==> src/design/ctse_pkg.sv <==
// shared types, codes and wrap helpers for the clock time-set editor
package ctse_pkg;

  localparam int KeyWidth    = 3;
  localparam int PeriodWidth = 8;

  localparam logic [7:0] YearMod   = 8'd100;
  localparam logic [7:0] MonthMod  = 8'd12;
  localparam logic [7:0] HourMod   = 8'd24;
  localparam logic [7:0] MinSecMod = 8'd60;
  localparam logic [7:0] DaysShort = 8'd28;
  localparam logic [7:0] DaysMid   = 8'd30;
  localparam logic [7:0] DaysLong  = 8'd31;
  localparam logic [PeriodWidth-1:0] BlinkPeriodReset = 8'd5;

  typedef enum logic [KeyWidth-1:0] {
    KEY_NONE = 3'd0,
    KEY_MODE = 3'd1,
    KEY_OK   = 3'd2,
    KEY_ADD  = 3'd3,
    KEY_SUB  = 3'd4
  } key_t;

  typedef enum logic [2:0] {
    MODE_DISPLAY = 3'd0,
    MODE_YEAR    = 3'd1,
    MODE_MONTH   = 3'd2,
    MODE_DAY     = 3'd3,
    MODE_HOUR    = 3'd4,
    MODE_MINUTE  = 3'd5,
    MODE_SECOND  = 3'd6
  } edit_t;

  typedef struct packed {
    logic  load;
    logic  adjust;
    logic  up;
    edit_t field;
    edit_t mode_next;
  } ctse_cmd_t;

  typedef struct packed {
    logic out_free;
  } ctse_stat_t;

  // reduce v modulo m for v below three times m
  function automatic logic [7:0] wrap_mod(input logic [7:0] v, input logic [7:0] m);
    logic [7:0] m2;
    m2 = m << 1;
    if (v >= m2) begin
      return v - m2;
    end else if (v >= m) begin
      return v - m;
    end else begin
      return v;
    end
  endfunction

  function automatic logic [7:0] month_len(input logic [3:0] month);
    logic [7:0] len;
    case (month)
      4'd2: len = DaysShort;
      4'd4, 4'd6, 4'd9, 4'd11: len = DaysMid;
      default: len = DaysLong;
    endcase
    return len;
  endfunction

endpackage

==> src/design/clock_time_set_editor_top.sv <==
// top level of the clock time-set editor
// The block takes one transaction per clock cycle: the key handling, field
// wrap arithmetic and blink divider are all combinational ahead of one
// output register, and a new input is taken whenever that register is empty
// or its result is taken in the same cycle. Each result shows in the cycle
// after its input is accepted. blink_period may be written at any idle time.
module clock_time_set_editor_top (
  input  logic        clk,
  input  logic        rst,
  input  logic        cfg_wr_en,
  input  logic [7:0]  cfg_wr_data,     // blink_period
  input  logic        s_axis_tvalid,
  output logic        s_axis_tready,
  input  logic [39:0] s_axis_tdata,    // cur_year, cur_month, cur_day, cur_hour,
                                       // cur_minute, cur_second, zero pad
  input  logic [2:0]  s_axis_tuser,    // req_type
  output logic        m_axis_tvalid,
  input  logic        m_axis_tready,
  output logic [47:0] m_axis_tdata,    // mode_out, blink_on, visible_mask, new_year,
                                       // new_month, new_day, new_hour, new_minute,
                                       // new_second, zero pad
  output logic        m_axis_tuser     // write_time
);
  import ctse_pkg::*;

  ctse_cmd_t  cmd;
  ctse_stat_t stat;
  logic [2:0] mode_out;
  logic       blink_on;
  logic [5:0] visible_mask;
  logic [6:0] new_year;
  logic [3:0] new_month;
  logic [4:0] new_day;
  logic [4:0] new_hour;
  logic [5:0] new_minute;
  logic [5:0] new_second;

  ctse_ctrl u_ctrl (
    .clk      (clk),
    .rst      (rst),
    .in_valid (s_axis_tvalid),
    .req_type (s_axis_tuser),
    .stat     (stat),
    .in_ready (s_axis_tready),
    .cmd      (cmd)
  );

  ctse_dp u_dp (
    .clk          (clk),
    .rst          (rst),
    .cfg_wr_en    (cfg_wr_en),
    .cfg_wr_data  (cfg_wr_data),
    .cmd          (cmd),
    .stat         (stat),
    .cur_year     (s_axis_tdata[6:0]),
    .cur_month    (s_axis_tdata[10:7]),
    .cur_day      (s_axis_tdata[15:11]),
    .cur_hour     (s_axis_tdata[20:16]),
    .cur_minute   (s_axis_tdata[26:21]),
    .cur_second   (s_axis_tdata[32:27]),
    .out_valid    (m_axis_tvalid),
    .out_ready    (m_axis_tready),
    .mode_out     (mode_out),
    .blink_on     (blink_on),
    .visible_mask (visible_mask),
    .write_time   (m_axis_tuser),
    .new_year     (new_year),
    .new_month    (new_month),
    .new_day      (new_day),
    .new_hour     (new_hour),
    .new_minute   (new_minute),
    .new_second   (new_second)
  );

  assign m_axis_tdata = {5'd0, new_second, new_minute, new_hour, new_day, new_month,
                         new_year, visible_mask, blink_on, mode_out};

endmodule

==> src/design/ctse_ctrl.sv <==
// controller: edit-field state machine and input handshake
module ctse_ctrl (
  input  logic                  clk,
  input  logic                  rst,
  input  logic                  in_valid,
  input  logic [2:0]            req_type,
  input  ctse_pkg::ctse_stat_t  stat,
  output logic                  in_ready,
  output ctse_pkg::ctse_cmd_t   cmd
);
  import ctse_pkg::*;

  edit_t state;
  edit_t state_next;
  logic  fire;

  assign fire = in_valid && stat.out_free;

  always_ff @(posedge clk) begin
    if (rst) begin
      state <= MODE_DISPLAY;
    end else begin
      state <= state_next;
    end
  end

  always_comb begin
    state_next = state;
    if (fire) begin
      if (req_type == KEY_MODE) begin
        case (state)
          MODE_DISPLAY: state_next = MODE_YEAR;
          MODE_YEAR:    state_next = MODE_MONTH;
          MODE_MONTH:   state_next = MODE_DAY;
          MODE_DAY:     state_next = MODE_HOUR;
          MODE_HOUR:    state_next = MODE_MINUTE;
          MODE_MINUTE:  state_next = MODE_SECOND;
          default:      state_next = MODE_YEAR;
        endcase
      end else if (req_type == KEY_OK) begin
        state_next = MODE_DISPLAY;
      end
    end
  end

  always_comb begin
    in_ready      = stat.out_free;
    cmd.load      = fire;
    cmd.adjust    = fire && (req_type == KEY_ADD || req_type == KEY_SUB)
                    && state != MODE_DISPLAY;
    cmd.up        = req_type == KEY_ADD;
    cmd.field     = state;
    cmd.mode_next = state_next;
  end

`ifndef ASSERT_OFF
  a_reset_display: assert property (@(posedge clk) rst |=> state == MODE_DISPLAY)
    else $error("edit field not cleared by reset");
  a_mode_wrap: assert property (@(posedge clk) disable iff (rst)
      fire && req_type == KEY_MODE && state == MODE_SECOND |=> state == MODE_YEAR)
    else $error("mode key did not wrap to year");
  a_ok_display: assert property (@(posedge clk) disable iff (rst)
      fire && req_type == KEY_OK |=> state == MODE_DISPLAY)
    else $error("ok key did not return to display");
  a_adjust_editing: assert property (@(posedge clk) disable iff (rst)
      cmd.adjust |-> cmd.load && state != MODE_DISPLAY)
    else $error("adjust issued outside edit mode");
`endif

endmodule

==> src/design/ctse_dp.sv <==
// datapath: field wrap arithmetic, blink divider and output register
module ctse_dp (
  input  logic                 clk,
  input  logic                 rst,
  input  logic                 cfg_wr_en,
  input  logic [7:0]           cfg_wr_data,
  input  ctse_pkg::ctse_cmd_t  cmd,
  output ctse_pkg::ctse_stat_t stat,
  input  logic [6:0]           cur_year,
  input  logic [3:0]           cur_month,
  input  logic [4:0]           cur_day,
  input  logic [4:0]           cur_hour,
  input  logic [5:0]           cur_minute,
  input  logic [5:0]           cur_second,
  output logic                 out_valid,
  input  logic                 out_ready,
  output logic [2:0]           mode_out,
  output logic                 blink_on,
  output logic [5:0]           visible_mask,
  output logic                 write_time,
  output logic [6:0]           new_year,
  output logic [3:0]           new_month,
  output logic [4:0]           new_day,
  output logic [4:0]           new_hour,
  output logic [5:0]           new_minute,
  output logic [5:0]           new_second
);
  import ctse_pkg::*;

  logic [PeriodWidth-1:0] blink_period;
  logic [PeriodWidth-1:0] blink_count;
  logic [PeriodWidth-1:0] blink_count_next;
  logic [PeriodWidth-1:0] cnt_inc;
  logic                   blink_state;
  logic                   blink_state_next;
  logic [5:0]             mask_next;
  logic [2:0]             bit_idx;
  logic [7:0]             len;
  logic [6:0]             year_next;
  logic [3:0]             month_next;
  logic [4:0]             day_next;
  logic [4:0]             hour_next;
  logic [5:0]             minute_next;
  logic [5:0]             second_next;
  logic [7:0]             y8, mo8, d8, h8, mi8, s8;

  assign stat.out_free = !out_valid || out_ready;

  assign y8  = {1'b0, cur_year};
  assign mo8 = {4'd0, cur_month};
  assign d8  = {3'd0, cur_day};
  assign h8  = {3'd0, cur_hour};
  assign mi8 = {2'd0, cur_minute};
  assign s8  = {2'd0, cur_second};
  assign len = month_len(cur_month);

  always_comb begin
    year_next   = cur_year;
    month_next  = cur_month;
    day_next    = cur_day;
    hour_next   = cur_hour;
    minute_next = cur_minute;
    second_next = cur_second;
    if (cmd.adjust) begin
      case (cmd.field)
        MODE_YEAR: year_next = 7'(wrap_mod(cmd.up ? y8 + 8'd1 : y8 + YearMod - 8'd1,
                                           YearMod));
        MODE_MONTH: month_next = 4'(wrap_mod(cmd.up ? mo8 : mo8 + MonthMod - 8'd2,
                                             MonthMod) + 8'd1);
        MODE_DAY: day_next = 5'(wrap_mod(cmd.up ? d8 : d8 + len - 8'd2, len) + 8'd1);
        MODE_HOUR: hour_next = 5'(wrap_mod(cmd.up ? h8 + 8'd1 : h8 + HourMod - 8'd1,
                                           HourMod));
        MODE_MINUTE: minute_next = 6'(wrap_mod(cmd.up ? mi8 + 8'd1
                                                      : mi8 + MinSecMod - 8'd1, MinSecMod));
        MODE_SECOND: second_next = 6'(wrap_mod(cmd.up ? s8 + 8'd1
                                                      : s8 + MinSecMod - 8'd1, MinSecMod));
        default: ;
      endcase
    end
  end

  always_comb begin
    cnt_inc          = blink_count + 8'd1;
    blink_count_next = cnt_inc;
    blink_state_next = blink_state;
    if (cnt_inc >= blink_period) begin
      blink_count_next = '0;
      blink_state_next = !blink_state;
    end
  end

  always_comb begin
    bit_idx   = 3'(cmd.mode_next) - 3'd1;
    mask_next = 6'h3F;
    if (cmd.mode_next != MODE_DISPLAY && !blink_state_next) begin
      mask_next[bit_idx] = 1'b0;
    end
  end

  always_ff @(posedge clk) begin
    if (rst) begin
      blink_period <= BlinkPeriodReset;
      blink_count  <= '0;
      blink_state  <= 1'b0;
      out_valid    <= 1'b0;
    end else begin
      if (cfg_wr_en) begin
        blink_period <= cfg_wr_data;
      end
      if (cmd.load) begin
        blink_count <= blink_count_next;
        blink_state <= blink_state_next;
        out_valid   <= 1'b1;
      end else if (out_ready) begin
        out_valid <= 1'b0;
      end
    end
  end

  always_ff @(posedge clk) begin
    if (cmd.load) begin
      mode_out     <= 3'(cmd.mode_next);
      blink_on     <= blink_state_next;
      visible_mask <= mask_next;
      write_time   <= cmd.adjust;
      new_year     <= year_next;
      new_month    <= month_next;
      new_day      <= day_next;
      new_hour     <= hour_next;
      new_minute   <= minute_next;
      new_second   <= second_next;
    end
  end

`ifndef ASSERT_OFF
  a_blink_on_load: assert property (@(posedge clk) disable iff (rst)
      !cmd.load |=> $stable(blink_state) && $stable(blink_count))
    else $error("blink divider moved without a transaction");
  a_load_valid: assert property (@(posedge clk) disable iff (rst)
      cmd.load |=> out_valid)
    else $error("loaded result not presented");
  a_load_free: assert property (@(posedge clk) disable iff (rst)
      cmd.load |-> stat.out_free)
    else $error("load into occupied output register");
`endif

endmodule

==> config.mk <==
export PLATFORM = sky130hd
export DESIGN_NAME = clock_time_set_editor_top
export DESIGN_NICKNAME = d
export VERILOG_FILES = /design/src/design/ctse_pkg.sv /design/src/design/clock_time_set_editor_top.sv /design/src/design/ctse_ctrl.sv /design/src/design/ctse_dp.sv
export SDC_FILE = /design/constraint.sdc
export NUM_CORES = 1
export LEC_CHECK = 0
export ABC_AREA = 1
export BUFFER_PORTS_ARGS = -buffer_cell sky130_fd_sc_hd__buf_2
export CAP_MARGIN = 40
export CORE_MARGIN = 2
export CORE_UTILIZATION = 53
export CTS_BUF_LIST = sky130_fd_sc_hd__clkbuf_8
export DETAILED_ROUTE_END_ITERATION = 10
export PLACE_DENSITY = 0.83
export SYNTH_ARGS = -nofsm -noshare
export SYNTH_HDL_FRONTEND = slang
export SYNTH_SLANG_ARGS = --single-unit
==> constraint.sdc <==
create_clock -name clk -period 5.4 [get_ports clk]
set_input_delay 1.08 -clock clk [delete_from_list [all_inputs] [get_ports clk]]
set_output_delay 1.08 -clock clk [all_outputs]
set_load 0.03 [all_outputs]
Word-level counts from Yosys, hierarchy flattened
Index checks and enable logic that the tools add are counted.
{"block": "word_totals", "ff_bits": 65, "inputBits": 56, "output_inout_bits": 51, "elab_cells": 137}
{"block": "classes", "add_sub_neg": 32, "order_cmp": 15, "eq_ne": 15, "muxes": 45, "n_bitwise": 1, "reduce_logical": 14}
{"operator": "8-bit two-way mux", "n": 7}
{"operator": "5-bit two-way mux", "n": 10}
{"operator": "6-bit two-way mux", "n": 8}
{"operator": "8-bit by 1-bit subtractor with 8-bit output, second input constant", "n": 4}
{"operator": "7-bit two-way mux", "n": 4}
{"operator": "8-bit by 6-bit >= comparator with 1-bit output, second input constant", "n": 3}
{"operator": "8-bit by 7-bit >= comparator with 1-bit output, second input constant", "n": 3}
{"operator": "4-bit two-way mux", "n": 6}
{"operator": "6-bit subtractor, second input constant", "n": 4}
{"operator": "8-bit by 5-bit >= comparator with 1-bit output, second input constant", "n": 2}
{"operator": "8-bit by 2-bit subtractor with 8-bit output, second input constant", "n": 2}
{"operator": "3-bit case mux with 5 select lines", "n": 1}
{"operator": "6-bit by 1-bit adder with 7-bit output, second input constant", "n": 2}
{"operator": "6-bit by 6-bit adder with 7-bit output, second input constant", "n": 2}
{"operator": "7-bit subtractor, second input constant", "n": 2}
{"operator": "3-bit by 2-bit equality test with 1-bit output, second input constant", "n": 4}
{"operator": "3-bit equality test, second input constant", "n": 4}
{"operator": "5-bit subtractor", "n": 2}
{"operator": "5-bit subtractor, second input constant", "n": 2}
{"operator": "3-bit two-way mux", "n": 3}
{"operator": "7-bit by 1-bit adder with 8-bit output, second input constant", "n": 1}
{"operator": "7-bit by 7-bit adder with 8-bit output, second input constant", "n": 1}
{"operator": "8-bit by 1-bit adder with 8-bit output, second input constant", "n": 1}
{"operator": "4-bit by 3-bit equality test with 1-bit output, second input constant", "n": 2}
{"operator": "28 further kinds", "n": 42}

Longest topological paths before layout
Gate-level depths: netlist of run 1.
{"block": "depth", "ltp_word": 14, "ltp_mapped": 34, "depth_no_buf": 33}

By module
From an unflattened synthesis of run 1, not the netlist that was laid out.
{"block": "unflattened", "cells_unflattened": 763, "area_unflattened_um2": 5694.2}
{"mod": "ctse_dp", "n_inst": 1, "cells_per_inst": 712, "area_each_um2": 5397.7}
{"mod": "ctse_ctrl", "n_inst": 1, "cells_per_inst": 44, "area_each_um2": 247.7}
{"mod": "clock_time_set_editor_top", "n_inst": 1, "cells_per_inst": 7, "area_each_um2": 48.8}

Least setup slack after synthesis of run 1
Ideal clock, no wire load.
{"block": "synth_timing", "kind": "input -> register", "start": "in s_axis_tdata[10]", "end": "reg u_dp.new_day[4] (data pin)", "arrival_ns": 4.957, "required_time_ns": 5.151, "setup_slack_ns": 0.193, "cell_stages": 30, "n_path_buf": 1, "path_cell_list": "inv_1 ha_1 inv_1 nor3_1 o21ai_0 fa_1 inv_1 nand2_1 nand2_1 inv_1 ha_1 nand2_1 o21ai_2 inv_2 ha_1 inv_1 o21ai_0 o21bai_1 inv_1 nor2_2 nand3_2 buf_6 or2_0 nand2_1 ha_1 nand3_1 o21ai_1 nand3_1 nand2_1 inv_1"}
{"block": "synth_via", "elab_chain_len": 14, "word_cells_on_any_way": 21, "cone_classes": "add/sub (5); order compare (2); eq/ne (5); mux (8); reduce/logical (1)"}
{"item": "start, declared", "line_no": "clock_time_set_editor_top.sv:14", "rtl": "input logic [39:0] s_axis_tdata,"}
{"item": "4-bit by 3-bit equality test with 1-bit output or 4-bit equality test (tied branches)", "line_no": "ctse_pkg.sv:61", "rtl": "case (month)"}
{"item": "4-bit OR reduction", "line_no": "ctse_pkg.sv:61"}
{"item": "2-bit case mux with 2 select lines (*)", "line_no": "ctse_pkg.sv:61"}
{"item": "5-bit by 5-bit adder with 6-bit output", "line_no": "ctse_dp.sv:70", "rtl": "MODE_DAY: day_next = 5'(wrap_mod(cmd.up ? d8 : d8 + len - 8'd2, len) + 8'd1);"}
{"item": "8-bit by 2-bit subtractor with 8-bit output", "line_no": "ctse_dp.sv:70"}
{"item": "8-bit two-way mux", "line_no": "ctse_dp.sv:70"}
{"item": "8-bit by 5-bit >= comparator with 1-bit output or 5-bit subtractor (tied branches)", "line_no": "ctse_pkg.sv:52, ctse_pkg.sv:53"}
{"item": "5-bit two-way mux", "line_no": "ctse_pkg.sv:52", "rtl": "end else if (v >= m) begin"}
{"item": "5-bit two-way mux (*)", "line_no": "ctse_pkg.sv:50", "rtl": "if (v >= m2) begin"}
{"item": "5-bit two-way mux (*)", "line_no": "ctse_dp.sv:65", "rtl": "case (cmd.field)"}
{"item": "5-bit two-way mux (*)", "line_no": "ctse_dp.sv:64", "rtl": "if (cmd.adjust) begin"}
{"item": "5-bit by 1-bit adder with 5-bit output (*)", "line_no": "ctse_dp.sv:70"}
{"item": "5-bit two-way mux (*)", "line_no": "ctse_dp.sv:65"}
{"item": "5-bit two-way mux (*)", "line_no": "ctse_dp.sv:64"}
{"item": "net u_dp.day_next[4]", "line_no": "ctse_dp.sv:41", "rtl": "logic [4:0] day_next;"}
{"item": "end signal, assigned", "line_no": "ctse_dp.sv:128", "rtl": "new_day <= day_next;"}
{"item": "end, declared", "line_no": "ctse_dp.sv:23", "rtl": "output logic [4:0] new_day,"}
The timed path passes the listed nets; every way through them passes the cells marked *. The select of a mux whose other input is x is not followed.
A chain may end at the register's enable or synchronous reset.

Worst setup path in the final report of run 1
Ends and elaborated chain as after synthesis.

==> impl_metrics.toml, run 1 <==
[place]
hpwl_mm = 10.1
io_buffers = 94
finalWeightedCongestion = 0.929

[setup_path]
cp_max_fo = 7
end_kind = "flop"
arrival_ns = 5.14
rrSetupSlack_ns = 2.71
critPathLaunchType = "input port"
worstSetupPathType = "input port to flop"
worst_path_most_repeated_cell = "inv_1"
crit_required_ns = 5.53
worst_path_largest_cell_delay_ns = 0.40
cp_slowest_cell = "fa_1"

[synthesis]
seq_area_frac_synth = 0.290
synth_warnings = 0
synthesis.area_um2 = 6000
ys_ff_latch = 65
synth_top_area_share = 0.220
synth.area.top_cells = "edfxtp_1 (22%), ha_1 (12%), nand2_1 (11%)"
syn_area_per_cell_um2 = 7.56
ys.flop_type = "edfxtp_1"
synth_top_cell_by_area = "edfxtp_1"
postSynthCellCount = 794
synth_edf_count = 44
synthDistinctLibCells = 56
synthArstFlopShare = 0

[floorplan]
die_y_um = 110
core_um2 = 10900
start_util = 0.549
die-area_um2 = 12200
num_rows = 38
die_w_um = 110
pin_count = 107

[final_layout]
most-common-layout-cells = "nand2_1 (173), inv_1 (120), buf_2 (94)"
final_common_cell = "nand2_1"
nNetsFinal = 1017
drive_gt1_frac = 0.209
area_growth_pct = 14.6

[clock_tree]
cts.path.max_buffers = 2
cts_setup_buffers = 0
numCtsBuffers = 9
cts_tree = "built"
htreeDepth = 3
clkLatencyLatePin_ns = 0.37
cts.sinks = 65
clock-root-buffer = "clkbuf_8"
cts.clk_slew.worst_paths_ns = 0.08

[routing]
routedWlPerCell_um = 12.5
drcViolationCount = 0
vias = 5366
drt_wl_total_mm = 13.1
ant_nets = 0
viasPerCell = 5.13
drt_pre_antenna_iters = 5
drtIter0Drc = 268

[power_and_ir_drop]
ir_drop_v = 0.000121
p_leak_nw = 3.48
p_per_area_nw_per_um2 = 239
power.total_mw = 1.65

[sta]
tns_ns = 0
max_slew_margin = 0.513
setup_viol = 0
worstMarginPinSlew_ns = 0.730
finalHoldViolations = 0
min_period_ns = 5.02
period_share = 0.929
rsz0062_at_grt = "false"
fmax_ghz = 0.199
slew_viol_final = 0
skew_ns = 0.0142
hold_ws_ns = 0.470

[grt]
overflow = 0
antenna_found_initial = 1
grt_max_degree = 47
first_global_vias = 5101
grt_pass1_wl_mm = 22.3
grt_usage = 0.218

[run]
drv_cap = 0

[hold_path]
hold_path_class = "flop to flop"

[outcome]
status = "finished, final reports clean"
## stage by stage
step / util / cell area [um^2] / instances / setup slack [ns]
2_1_floorplan: - / 6020 / 798 / 0.193
3_3_place_gp: 0.607 / 6640 / 1029 / 0.202
3_5_place_dp: 0.607 / 6640 / 1029 / -0.0619
4_1_cts: 0.629 / 6880 / 1045 / 0.341
5_1_grt: 0.629 / 6880 / 1046 / 0.0179
6_report: 0.629 / 6880 / 1046 / 0.384
## routing by layer
metal,vias up,GRT usage,wire length [um]
met5,-,0,0
met2,142,0.391,6560
met4,0,0.0833,182
li1,2789,-,-
met3,17,0.0417,705
met1,2418,0.256,5650
## logic make-up after synthesis
logic type / Yosys count / synth area share
other cells: 1 / 0.000625
xor+xnor: 53 / 0.0880
fa+ha+maj: 61 / 0.131
buf+inv: 149 / 0.103
compound gates: 122 / 0.120
simple gates: 340 / 0.262
mux: 3 / 0.00500
flops: 65 / 0.290
## worst paths after layout
path | start | endpoint | depth (start not counted)
max | s_axis_tdata[10] | u_dp.new_day[4]$_DFFE_PP_ | 31
min | u_dp.blink_period[0]$_SDFFE_PP1P_ | u_dp.blink_period[0]$_SDFFE_PP1P_ | 2
max reg2reg | u_dp.blink_count[2]$_SDFFE_PP0P_ | u_dp.visible_mask[3]$_SDFFCE_PN1P_ | 14
min reg2reg | u_dp.blink_period[0]$_SDFFE_PP1P_ | u_dp.blink_period[0]$_SDFFE_PP1P_ | 2
## state kept, by name (all words and copies together), names as in the netlist, 4 cells and up
name / count
u_dp.visible_mask: 6
u_dp.new_year: 7
u_dp.new_minute: 6
u_dp.blink_period: 8
u_dp.new_second: 6
u_dp.new_month: 4
u_dp.new_day: 5
u_dp.new_hour: 5
u_dp.blink_count: 8
## cells in the mapped netlist (5+ instances only)
| library cell | n |
|---|---|
| nand2_1 | 173 |
| inv_1 | 121 |
| nand3_1 | 61 |
| ha_1 | 58 |
| nor2_1 | 48 |
| edfxtp_1 | 44 |
| o21ai_0 | 42 |
| a21oi_1 | 33 |
| xor2_1 | 33 |
| dfxtp_1 | 21 |
| nand2_2 | 19 |
| o21ai_1 | 16 |
| xnor2_1 | 16 |
| inv_2 | 12 |
| buf_4 | 7 |
| o211ai_1 | 6 |
| o21ai_2 | 6 |
| nand3_2 | 5 |
| nor3_1 | 5 |
## where the power goes
group          total (mW)  switching, mW  internal, mW  leakage, nW
combinational       0.579          0.369         0.210         2.78
sequential          0.567        0.00799         0.559        0.582
clock               0.499          0.211         0.288        0.120
total                1.65          0.588          1.06         3.48
## repair_timing
item                                    4_1_cts  5_1_grt
endpoints found under the setup margin        0        1
gates resized for setup                       0        1
hold buffers                                  0        0
## critical path: cells and delay by family
| kind | cells | cell delay [ns] |
|---|---|---|
| AOI/OAI and AO/OA | 5 | 0.63 |
| and+or+nand+nor | 11 | 1.28 |
| buffers and inverters | 9 | 0.58 |
| adders and majority gates | 6 | 1.55 |
## final cells by class
class	instances	area, um^2
Inverter	133	499
Antenna cell	1	2.50
Clock inverter	5	86.3
Multi-Input combinational cell	584	3660
Tap cell	140	175
Fill cell	976	4060
Clock buffer	11	151
Timing Repair Buffer	107	568
Sequential cell	65	1740
(Power assumes the default switching activity.)
==> inputs of run 2 (changes only) <==
--- a/config.mk
+++ b/config.mk
@@ -13,4 +13,5 @@
 export CTS_BUF_LIST = sky130_fd_sc_hd__clkbuf_8
 export DETAILED_ROUTE_END_ITERATION = 10
+export GPL_TIMING_DRIVEN = 0
 export PLACE_DENSITY = 0.83
 export SYNTH_ARGS = -nofsm -noshare
==> constraint.sdc (replaced) <==
create_clock -name clk -period 5.4 [get_ports clk]
set_input_delay 1.35 -clock clk [delete_from_list [all_inputs] [get_ports clk]]
set_output_delay 1.35 -clock clk [all_outputs]
set_load 0.03 [all_outputs]
==> run 2 against run 1 <==
  * Global-route usage down 0.10 points
  * Largest cell class unchanged
  * Clock power is 26% lower
  * Final cell count grew 1.2%
  * Clock-buffer cell count is 2 lower
  * Highest routed layer unchanged
  * Sequential share of layout area shrank 0.67 points
  * Utilization up 1.7 points
==> impl_metrics.toml, run 2 (synthesized netlist as in run 1, its figures left out) <==
[outcome]
status = "finished, final reports clean"

[floorplan]
start_util = 0.549
pin_count = 107
num_rows = 38
core_um2 = 10900
die_w_um = 110
die_y_um = 110
die-area_um2 = 12200

[power_and_ir_drop]
clkPwrFrac = 0.239
power.total_mw = 1.55
seqPwrFrac = 0.366
p_sw_mw = 0.596
ir_drop_v = 0.000165
p_leak_nw = 3.54
power_frac_comb = 0.396
internal-power_mw = 0.956
p_per_area_nw_per_um2 = 220
netSwitchingFraction = 0.384

[setup_path]
crit_start = "s_axis_tdata[10]"
arrival_ns = 5.30
critical_path_buf_inv_count = 9
cp_top_family = "adder cells"
cp_max_fo = 8
worst_path_largest_cell_delay_ns = 0.59
cp_slowest_cell = "fa_2"
worstSetupPathType = "input port to flop"
r2r-start = "u_dp.blink_count[0]$_SDFFE_PP0P_"
end_kind = "flop"
critPathLaunchType = "input port"
crit_required_ns = 5.52

[grt]
grt_max_degree = 28
antenna_found_initial = 0
first_global_vias = 5065
grt_pass1_wl_mm = 22.4
grt_usage = 0.217
overflow = 0

[routing]
routedWlPerCell_um = 12.7
drt_wl_total_mm = 13.4
drt_pre_antenna_iters = 7
drtIter0Drc = 352
vias = 5485
drcViolationCount = 0
ant_nets = 0
viasPerCell = 5.18

[final_layout]
fillers = 959
fin_area_um2 = 7070
diodes = 0
register_area_um2 = 1740
multiInputGateArea_um2 = 3770
most-common-layout-cells = "nand2_1 (170), inv_1 (114), buf_2 (93)"
stdcell_count = 1059
area_growth_pct = 17.7
reg.largest.list = "u_dp.blink_count x8, u_dp.blink_period x8, u_dp.new_year x7"
drive_gt1_frac = 0.243
postLayoutCoreUtil = 0.646
final_common_cell = "nand2_1"
nNetsFinal = 1031

[place]
io_buffers = 94
finalWeightedCongestion = 0.922
dp.cells = 1033
hpwl_mm = 10.4
place_area_um2 = 6680

[sta]
min_period_ns = 5.18
slew_viol_final = 0
fmax_ghz = 0.193
tns_ns = 0
rsz0062_at_grt = "true"
skew_ns = 0.0145
max_slew_margin = 0.522
worstMarginPinSlew_ns = 0.714
finalHoldViolations = 0
period_share = 0.960
setup_viol = 0

[clock_tree]
numCtsBuffers = 9
clkLatencyLatePin_ns = 0.36
htreeDepth = 3
cts_hold_buf = 0
clock-root-buffer = "clkbuf_8"
cts_tree = "built"
cts.path.max_buffers = 2
cts.sinks = 65
cts.clk_slew.worst_paths_ns = 0.08

[run]
drv_cap = 0

[hold_path]
hold_path_class = "flop to flop"
hp-start = "u_dp.blink_period[0]$_SDFFE_PP1P_"
## run 2: changes by cell type in the layout (fill, tap and decap cells not counted), moves of 3 or more
cell,previous run,this run
inv_4,0,6
nand2_1,173,170
ha_1,58,53
ha_4,0,3
inv_1,120,114
buf_6,0,4
inv_2,13,17
nand2_2,19,22
buf_4,13,18
clkbuf_1,0,3
## run 2: power groups by stage
stage	sequential [mW]	combinational [mW]	clock (mW)
2_1_floorplan	0.614	0.396	0
3_3_place_gp	0.579	0.547	0
3_5_place_dp	0.578	0.563	0
4_1_cts	0.567	0.568	0.376
5_1_grt	0.570	0.693	0.401
6_report	0.567	0.614	0.371
## run 2: timing repair
action                                  in CTS  in global routing
gates cloned                                 0                  0
resized for setup                            7                 33
pin swaps                                    1                 17
endpoints found under the setup margin       3                  5
buffers inserted                             0                 11
## run 2: path summary, 6_finish.rpt
kind	to	slack, ns	depth (start not counted)
setup / recovery	u_dp.new_day[4]$_DFFE_PP_	0.22	29
hold / removal	u_dp.blink_period[0]$_SDFFE_PP1P_	0.47	2
setup reg to reg	u_dp.visible_mask[4]$_SDFFCE_PN1P_	2.70	14
hold reg to reg	u_dp.blink_period[0]$_SDFFE_PP1P_	0.47	2
## run 2: layout make-up
| class | count | area share |
|---|---|---|
| inverter | 133 | 0.0724 |
| multi-input combinational | 584 | 0.533 |
| timing repair buffer | 106 | 0.0834 |
| buffer | 15 | 0.0166 |
| clock inverter | 7 | 0.00602 |
| clock buffer | 9 | 0.0175 |
| tap | 140 | 0.0248 |
| sequential | 65 | 0.246 |
## run 2: worst reg2reg max path, cell delays in order, from the launching register on
cell and delay [ns]:
dfxtp_1 0.41, nand3_1 0.12, nand3b_1 0.21, nand3b_1 0.19, xor2_1 0.13, inv_1 0.07
ha_1 0.29, nand2_1 0.07, nor2_1 0.13, nand4_1 0.09, o2111ai_1 0.18, xor2_1 0.23
nand2_1 0.09, nor2_1 0.18, nand2_1 0.08
## run 2: layer usage
metal,wire [um],vias up,global-route usage
met5,0,-,0
met4,359,0,0.0842
met3,547,25,0.0368
met2,6580,127,0.375
met1,5940,2517,0.270
li1,-,2816,-
## run 2: through the flow
stage | setup WS (ns) | hold slack, ns
floorplan | 0.0368 | 0.433
global placement | -0.532 | 0.450
detailed placement | -0.613 | 0.455
CTS | 0.00363 | 0.473
global route | -0.0812 | 0.496
finish | 0.218 | 0.469
